--- src/rtl/core/tpsd_pkg.sv ---
// Shared types, codes and helpers for the typed parameter stream decoder.
`default_nettype none
package tpsd_pkg;

   typedef enum logic [2:0] {
      PH_IDLE   = 3'd0,
      PH_HEADER = 3'd1,
      PH_OBJID  = 3'd2,
      PH_TYPE   = 3'd3,
      PH_FORMAT = 3'd4,
      PH_COUNT  = 3'd5,
      PH_DATA   = 3'd6,
      PH_DONE   = 3'd7
   } phase_type;

   localparam logic [7:0] HEADER_SKIP_RESET = 8'd12;
   localparam int unsigned OBJID_BYTES = 4;

   localparam logic [7:0] TYPE_BOOL   = 8'd1;
   localparam logic [7:0] TYPE_UINT   = 8'd3;
   localparam logic [7:0] TYPE_SINT   = 8'd4;
   localparam logic [7:0] TYPE_REAL   = 8'd5;
   localparam logic [7:0] TYPE_STRING = 8'd8;

   localparam logic [7:0] FMT_BOOL       = 8'd0;
   localparam logic [7:0] FMT_REAL32     = 8'd1;
   localparam logic [7:0] FMT_REAL64     = 8'd2;
   localparam logic [7:0] FMT_REAL32_ALT = 8'd3;
   localparam logic [7:0] FMT_INT8       = 8'd4;
   localparam logic [7:0] FMT_INT16      = 8'd12;
   localparam logic [7:0] FMT_INT32      = 8'd14;
   localparam logic [7:0] FMT_INT64      = 8'd16;

   localparam logic [7:0] LEN_1 = 8'd1;
   localparam logic [7:0] LEN_2 = 8'd2;
   localparam logic [7:0] LEN_4 = 8'd4;
   localparam logic [7:0] LEN_8 = 8'd8;

   typedef struct packed {
      logic [63:0] value;
      logic [31:0] object_id;
      logic [7:0]  type_code;
      logic [7:0]  format_code;
      logic [7:0]  element_index;
      logic        last;
   } result_type;

   function automatic logic is_int_format(input logic [7:0] fmt);
      return (fmt == FMT_INT8) || (fmt == FMT_INT16) || (fmt == FMT_INT32) ||
             (fmt == FMT_INT64);
   endfunction

   function automatic logic [7:0] int_length(input logic [7:0] fmt);
      logic [7:0] len;
      case (fmt)
         FMT_INT16: len = LEN_2;
         FMT_INT32: len = LEN_4;
         FMT_INT64: len = LEN_8;
         default:   len = LEN_1;
      endcase
      return len;
   endfunction

   function automatic logic [7:0] element_length(input logic [7:0] typ,
                                                 input logic [7:0] fmt);
      logic [7:0] len;
      len = LEN_1;
      if ((typ == TYPE_UINT) || (typ == TYPE_SINT)) begin
         len = int_length(fmt);
      end else if (typ == TYPE_REAL) begin
         if ((fmt == FMT_REAL32) || (fmt == FMT_REAL32_ALT)) begin
            len = LEN_4;
         end else if (fmt == FMT_REAL64) begin
            len = LEN_8;
         end
      end else if ((typ == TYPE_STRING) && (fmt != FMT_BOOL)) begin
         len = fmt;
      end
      return len;
   endfunction

endpackage
`default_nettype wire

--- src/rtl/core/tpsd_parser.sv ---
// Packet field sequencer and element assembler, one byte per transfer.
`default_nettype none
module tpsd_parser (
   input  wire                   clock,
   input  wire                   reset,
   input  wire                   accept,
   input  wire  [7:0]            packet_byte,
   input  wire                   first,
   input  wire  [7:0]            header_skip,
   output logic                  res_valid,
   output tpsd_pkg::result_type  res
);
   import tpsd_pkg::*;

   phase_type   phase_ff, phase_in;
   logic [7:0]  header_count_ff, header_count_in;
   logic [31:0] object_id_ff, object_id_in;
   logic [7:0]  type_ff, type_in;
   logic [7:0]  format_ff, format_in;
   logic [7:0]  elements_left_ff, elements_left_in;
   logic [7:0]  element_length_ff, element_length_in;
   logic [7:0]  byte_in_element_ff, byte_in_element_in;
   logic [63:0] accumulator_ff, accumulator_in;
   logic [7:0]  index_ff, index_in;

   phase_type   phase_cur;
   logic [7:0]  header_count_cur;
   logic [31:0] object_id_cur;
   logic [7:0]  type_cur;
   logic [7:0]  format_cur;
   logic [7:0]  elements_left_cur;
   logic [7:0]  element_length_cur;
   logic [7:0]  byte_in_element_cur;
   logic [63:0] accumulator_cur;
   logic [7:0]  index_cur;
   logic [63:0] acc_next;
   logic [7:0]  byte_next;
   logic [7:0]  left_next;
   logic [63:0] dec_value;
   logic        dec_ok;

   always_ff @(posedge clock) begin
      if (reset) begin
         phase_ff           <= PH_IDLE;
         header_count_ff    <= '0;
         object_id_ff       <= '0;
         type_ff            <= '0;
         format_ff          <= '0;
         elements_left_ff   <= '0;
         element_length_ff  <= LEN_1;
         byte_in_element_ff <= '0;
         accumulator_ff     <= '0;
         index_ff           <= '0;
      end else if (accept) begin
         phase_ff           <= phase_in;
         header_count_ff    <= header_count_in;
         object_id_ff       <= object_id_in;
         type_ff            <= type_in;
         format_ff          <= format_in;
         elements_left_ff   <= elements_left_in;
         element_length_ff  <= element_length_in;
         byte_in_element_ff <= byte_in_element_in;
         accumulator_ff     <= accumulator_in;
         index_ff           <= index_in;
      end
   end

   always_comb begin
      phase_cur           = phase_ff;
      header_count_cur    = header_count_ff;
      object_id_cur       = object_id_ff;
      type_cur            = type_ff;
      format_cur          = format_ff;
      elements_left_cur   = elements_left_ff;
      element_length_cur  = element_length_ff;
      byte_in_element_cur = byte_in_element_ff;
      accumulator_cur     = accumulator_ff;
      index_cur           = index_ff;
      if (first) begin
         phase_cur           = (header_skip == '0) ? PH_OBJID : PH_HEADER;
         header_count_cur    = '0;
         object_id_cur       = '0;
         type_cur            = '0;
         format_cur          = '0;
         elements_left_cur   = '0;
         element_length_cur  = LEN_1;
         byte_in_element_cur = '0;
         accumulator_cur     = '0;
         index_cur           = '0;
      end
   end

   assign acc_next  = {accumulator_cur[55:0], packet_byte};
   assign byte_next = byte_in_element_cur + 8'd1;
   assign left_next = elements_left_cur - 8'd1;

   always_comb begin
      dec_ok    = 1'b0;
      dec_value = acc_next;
      if ((type_cur == TYPE_BOOL) && (format_cur == FMT_BOOL)) begin
         dec_ok    = 1'b1;
         dec_value = {63'd0, (acc_next != '0)};
      end else if (((type_cur == TYPE_UINT) || (type_cur == TYPE_SINT)) &&
                   is_int_format(format_cur)) begin
         dec_ok = 1'b1;
         if (type_cur == TYPE_SINT) begin
            case (element_length_cur)
               LEN_1:   dec_value = {{56{acc_next[7]}}, acc_next[7:0]};
               LEN_2:   dec_value = {{48{acc_next[15]}}, acc_next[15:0]};
               LEN_4:   dec_value = {{32{acc_next[31]}}, acc_next[31:0]};
               default: dec_value = acc_next;
            endcase
         end
      end else if ((type_cur == TYPE_REAL) &&
                   ((format_cur == FMT_REAL32) || (format_cur == FMT_REAL64) ||
                    (format_cur == FMT_REAL32_ALT))) begin
         dec_ok = 1'b1;
      end
   end

   always_comb begin
      phase_in           = phase_cur;
      header_count_in    = header_count_cur;
      object_id_in       = object_id_cur;
      type_in            = type_cur;
      format_in          = format_cur;
      elements_left_in   = elements_left_cur;
      element_length_in  = element_length_cur;
      byte_in_element_in = byte_in_element_cur;
      accumulator_in     = accumulator_cur;
      index_in           = index_cur;
      res_valid          = 1'b0;
      res.value          = dec_value;
      res.object_id      = object_id_cur;
      res.type_code      = type_cur;
      res.format_code    = format_cur;
      res.element_index  = index_cur;
      res.last           = (left_next == '0);
      unique case (phase_cur)
         PH_HEADER: begin
            header_count_in = header_count_cur + 8'd1;
            if (header_count_in == header_skip) begin
               phase_in        = PH_OBJID;
               header_count_in = '0;
            end
         end
         PH_OBJID: begin
            object_id_in    = {object_id_cur[23:0], packet_byte};
            header_count_in = header_count_cur + 8'd1;
            if (header_count_in >= 8'(OBJID_BYTES)) begin
               phase_in        = PH_TYPE;
               header_count_in = '0;
            end
         end
         PH_TYPE: begin
            type_in  = packet_byte;
            phase_in = PH_FORMAT;
         end
         PH_FORMAT: begin
            format_in         = packet_byte;
            element_length_in = element_length(type_cur, packet_byte);
            phase_in          = PH_COUNT;
         end
         PH_COUNT: begin
            elements_left_in   = packet_byte;
            index_in           = '0;
            byte_in_element_in = '0;
            accumulator_in     = '0;
            phase_in           = (packet_byte == '0) ? PH_DONE : PH_DATA;
         end
         PH_DATA: begin
            accumulator_in     = acc_next;
            byte_in_element_in = byte_next;
            if (byte_next >= element_length_cur) begin
               elements_left_in   = left_next;
               res_valid          = dec_ok;
               index_in           = index_cur + 8'd1;
               byte_in_element_in = '0;
               accumulator_in     = '0;
               if (left_next == '0) begin
                  phase_in = PH_DONE;
               end
            end
         end
         PH_IDLE, PH_DONE: begin
         end
         default: begin
         end
      endcase
   end

endmodule
`default_nettype wire

--- src/rtl/core/typed_parameter_stream_decoder_core.sv ---
// Top level of the typed parameter stream decoder: CSR, parser and result buffering.
`default_nettype none
// Takes one packet byte per transfer and can accept a byte in every cycle while
// req_stall is low; each byte is parsed in one pass, and on an element's last byte
// its result is registered for rsp_. A result register backed by a one-entry skid
// buffer decouples the sides: req_stall rises only once the skid holds a result,
// i.e. after the result side has stalled with two results pending. header_skip is
// written through csr_ and should change only between packets. Elements of
// undecodable type are consumed and give no transfer.
module typed_parameter_stream_decoder_core (
   input  wire         clock,
   input  wire         reset,
   input  wire         csr_write_enable,
   input  wire  [7:0]  csr_write_data,
   input  wire         req_valid,
   output logic        req_stall,
   input  wire  [7:0]  req_packet_byte,
   input  wire         req_first,
   output logic        rsp_valid,
   input  wire         rsp_stall,
   output logic [63:0] rsp_value,
   output logic [31:0] rsp_object_id,
   output logic [7:0]  rsp_type_code,
   output logic [7:0]  rsp_format_code,
   output logic [7:0]  rsp_element_index,
   output logic        rsp_last
);
   import tpsd_pkg::*;

   logic [7:0] header_skip_ff;
   logic       accept;
   logic       take;
   logic       gen;
   logic       res_valid;
   result_type res;
   logic       out_valid_ff, out_valid_in;
   result_type out_ff, out_in;
   logic       skid_valid_ff, skid_valid_in;
   result_type skid_ff, skid_in;

   assign req_stall = skid_valid_ff;
   assign accept    = req_valid && !req_stall;
   assign take      = out_valid_ff && !rsp_stall;
   assign gen       = accept && res_valid;

   always_ff @(posedge clock) begin
      if (reset) begin
         header_skip_ff <= HEADER_SKIP_RESET;
      end else if (csr_write_enable) begin
         header_skip_ff <= csr_write_data;
      end
   end

   tpsd_parser u_parser (
      .clock       (clock),
      .reset       (reset),
      .accept      (accept),
      .packet_byte (req_packet_byte),
      .first       (req_first),
      .header_skip (header_skip_ff),
      .res_valid   (res_valid),
      .res         (res)
   );

   always_comb begin
      out_valid_in  = out_valid_ff;
      out_in        = out_ff;
      skid_valid_in = skid_valid_ff;
      skid_in       = skid_ff;
      if (skid_valid_ff) begin
         if (take) begin
            out_in        = skid_ff;
            skid_valid_in = 1'b0;
         end
      end else if (gen) begin
         if (!out_valid_ff || take) begin
            out_in       = res;
            out_valid_in = 1'b1;
         end else begin
            skid_in       = res;
            skid_valid_in = 1'b1;
         end
      end else if (take) begin
         out_valid_in = 1'b0;
      end
   end

   always_ff @(posedge clock) begin
      if (reset) begin
         out_valid_ff  <= 1'b0;
         skid_valid_ff <= 1'b0;
      end else begin
         out_valid_ff  <= out_valid_in;
         skid_valid_ff <= skid_valid_in;
      end
   end

   always_ff @(posedge clock) begin
      out_ff  <= out_in;
      skid_ff <= skid_in;
   end

   assign rsp_valid         = out_valid_ff;
   assign rsp_value         = out_ff.value;
   assign rsp_object_id     = out_ff.object_id;
   assign rsp_type_code     = out_ff.type_code;
   assign rsp_format_code   = out_ff.format_code;
   assign rsp_element_index = out_ff.element_index;
   assign rsp_last          = out_ff.last;

endmodule
`default_nettype wire

--- config.mk ---
export PLATFORM = sky130hd
export DESIGN_NAME = typed_parameter_stream_decoder_core
export DESIGN_NICKNAME = d
export VERILOG_FILES = /design/src/rtl/core/tpsd_pkg.sv /design/src/rtl/core/tpsd_parser.sv /design/src/rtl/core/typed_parameter_stream_decoder_core.sv
export SDC_FILE = /design/constraint.sdc
export NUM_CORES = 1
export LEC_CHECK = 0
export ABC_AREA = 1
export ABC_CLOCK_PERIOD_IN_PS = 21300
export BUFFER_PORTS_ARGS = -buffer_cell sky130_fd_sc_hd__buf_2
export CORE_MARGIN = 2
export CORE_UTILIZATION = 65
export CTS_CLUSTER_SIZE = 8
export DETAILED_ROUTE_END_ITERATION = 12
export HOLD_SLACK_MARGIN = 0.15
export PLACE_DENSITY_LB_ADDON = 0.15
export SLEW_MARGIN = 20
export SYNTH_ARGS = -nofsm -noshare
export SYNTH_HDL_FRONTEND = slang
export SYNTH_SLANG_ARGS = --single-unit
--- constraint.sdc ---
create_clock -name clock -period 21.3 [get_ports clock]
set_clock_uncertainty 0.15 [all_clocks]
set_input_delay 0 -clock clock [delete_from_list [all_inputs] [get_ports clock]]
set_output_delay 0 -clock clock [all_outputs]
set_load 0.02 [all_outputs]
==> reports/qor.txt <==
status - complete, no violations
Sequential Area - 10410 um2
port bufs - 144
Net count, final - 2429
synth unique cells - 45
Sw Pwr - 407.8 uW
Worst EP arrival - 6230 ps
share of layout cells above drive strength 1 - 0.1149
Post-CTS Resized - 0
maxcap violations - 0
via count - 16508
critical path peak fanout - 90
chip height - 175.2 um
most common cell in the netlist - nand2_1
sequential area share after synthesis - 0.5466
CP cell instances - dlygate4sd3_1 -> buf_2 -> inv_2 -> buf_4 -> nand2_1 -> nor3_2 -> nand3_1 -> nor3_1 -> xor2_1 -> ha_1 -> nand2_1 -> nor2_1 -> nand4_1 -> nand3_1 -> nand3_1 -> inv_1 -> nand2_1 -> a21oi_4 -> buf_4 -> buf_4
Setup Crit Path Kind - input port to register
postcts setup bufs - 0
Synth Warn # - 0
worst vdd ir - 0.00006926 V
Worst Path Buf+Inv - 7
Antenna Diode Count - 0
Worst path slowest cell - buf_4
final WL - 49370 um
leak pwr - 0.009001 uW
Post-Route Hold Slack - 194.4 ps
Post-Route Setup TNS - 0 ps
highest clock rate - 161.9 MHz
Critical Path RT - 21350 ps
Clock Path Buffers - 3
combinational power share - 0.072
clock sink count - 399
RSZ-0062 raised after global routing - false
Worst-Margin Slew - 1141 ps
CP delay by family, top - buffers and inverters
Final period util - 0.2901
switch share - 0.2307
largest area contributor in the netlist - edfxtp_1
top_reg_cell synth - edfxtp_1
TritonCTS clock tree - done
later-pin clock latency in the skew report - 570 ps
Max-slew headroom - 0.2372
final core utilization - 0.7591
DRC Markers - 0
first-pass GRT wire length - 78470 um
global placement routability congestion - 0.9214
vias per cell - 5.852
commonest cells in the netlist - nand2_1, edfxtp_1, inv_1
DR WL/cell - 17.50 um
HP Class - input port to register
maximum level of the CTS H-tree - 2
IO Pins - 145
DR pass1 iterations - 8
ys async rst share - 0
initial antenna violation count - 0
Max Transition Viols Final - 0
Post-Syn Area per Cell - 8.404 um2
Die ar. - 30680 um2
Final setup viols - 0
Clk pwr share - 0.452
Cell Area, Synth - 19040 um2
Yosys reg bits - 399
total core area - 28780 um2
1st-iter DRT viols - 2057
Startpoint Class - input port
Final min period - 6179 ps
Inserted Clock Buffers - 55
FP Rows - 62
CTS root buf - clkbuf_16
Global Route Usage Sum - 0.3168
Area growth syn-to-layout - 14.72%
grt ovf - 0
die span in x - 175.2 um
pre-CTS WS - 15170 ps
Synth Instances - 2266
max incr delay on CP - 780 ps
Internal - 1360 uW
multi-input logic area - 7158 um2
filler instances - 2084
DP Wirelength - 30230 um
initial core utilization - 0.6617
PwrDens - 80.91 nW/um2
number of global-route vias before repair - 15440
clk slew on worst S/H paths - 50 ps
Hold Fails Final Rpt - 0
largest net degree at the start of global routing - 121
sequential power share - 0.476
Synth area leaders - edfxtp_1, dfxtp_1, nand2_1
Post-DRT Antenna Nets - 0
Post-synth EDFFs - 242
CP endpoint kind - register
final setup margin - 15120 ps
Yosys top cell area share - 0.3816
syn nets - 2301
## registers in the layout (all words and copies together), names as in the netlist, 32 cells and up
name and cells:
rsp_value 64, rsp_object_id 32, skid_ff 121, u_parser.accumulator_ff 56
u_parser.object_id_ff 32
## repair_timing
action	4_1_cts	5_1_grt
endpoints found under the setup margin	0	0
hold buffers	45	0
hold endpoints to repair	145	0
## placed cells by master (no fill, tap or decap), types with 3 or more instances in the layout
cell / n
buf_2: 144
nor3_1: 15
nand2_2: 9
nor2_4: 3
a21oi_2: 20
xor2_1: 9
inv_2: 8
dfxtp_1: 156
o2111ai_1: 3
buf_4: 17
nand2_1: 680
clkbuf_16: 56
nand4_1: 24
dlygate4sd3_1: 45
edfxtp_1: 242
o21ai_1: 4
o21ai_0: 151
o221ai_1: 3
ha_1: 13
o211ai_1: 20
inv_1: 232
o21a_1: 3
clkbuf_1: 42
nor4_4: 3
xnor2_1: 4
nand3b_1: 6
nor2_1: 159
nand3_1: 110
a21oi_1: 115
nor4_1: 5
o22ai_1: 3
a31oi_1: 73
nor2_2: 5
a221oi_1: 35
## power groups by stage
| stage | clock network (uW) | logic, uW | registers [uW] |
|---|---|---|---|
| 2_1_floorplan | 0 | 88.0 | 853 |
| 3_3_place_gp | 0 | 112 | 855 |
| 3_5_place_dp | 0 | 116 | 855 |
| 4_1_cts | 802 | 124 | 840 |
| 5_1_grt | 838 | 141 | 841 |
| 6_report | 799 | 128 | 841 |
## routing by layer
| metal | vias to the layer above | GRT usage | routed length (um) |
|---|---|---|---|
| li1 | 7880 | - | - |
| met1 | 7681 | 0.4590 | 21160 |
| met2 | 868 | 0.5013 | 22740 |
| met3 | 79 | 0.04308 | 4566 |
| met4 | 0 | 0.09375 | 901 |
| met5 | - | 0 | 0 |
## worst min-delay path, delay by kind of cell
| family | cells | cell delay [ps] |
|---|---|---|
| AO/OA/AOI/OAI | 1 | 70 |
| buffers and inverters | 2 | 700 |
| AND/OR/NAND/NOR | 1 | 80 |
## stage by stage
| step | total power (uW) | instances | instance area (um2) |
|---|---|---|---|
| floorplan | 941.0 | 2266 | 19040 |
| global placement | 966.9 | 2676 | 19810 |
| detailed placement | 971.1 | 2676 | 19810 |
| CTS | 1767 | 2821 | 21850 |
| global route | 1820 | 2821 | 21850 |
| finish | 1768 | 2821 | 21850 |
## cell type report
class | instances | share of cell area
tap | 384 | 0.02199
clock buffer | 98 | 0.07136
clock inverter | 2 | 0.001145
multi-input combinational | 1490 | 0.3276
inverter | 242 | 0.04175
sequential | 399 | 0.4767
timing repair buffer | 206 | 0.05945
## final timing paths
kind,start,end,slack (ps),cells after the start
worst max-delay path,req_first,rsp_value[33]$_DFFE_PP_,15120,20
worst min-delay path,req_packet_byte[5],u_parser.object_id_ff[5]$_SDFFE_PP0P_,190,4
worst max register to register,u_parser.byte_in_element_ff[0]$_SDFFE_PP0P_,rsp_value[33]$_DFFE_PP_,15920,18
worst min register to register,u_parser.index_ff[6]$_SDFFE_PP0P_,u_parser.index_ff[6]$_SDFFE_PP0P_,310,2
## kinds of logic (layout without fill, tap and decap cells)
family,count (synthesis),in the layout,share of synthesized area
AND/OR/NAND/NOR,1028,1028,0.2237
adder cells (fa/ha/maj),13,13,0.008541
buffers and inverters,377,548,0.07976
XOR/XNOR,13,13,0.005979
flip-flops,399,399,0.5466
AO/OA/AOI/OAI,436,436,0.1354
Power figures use the tool's default switching activity.
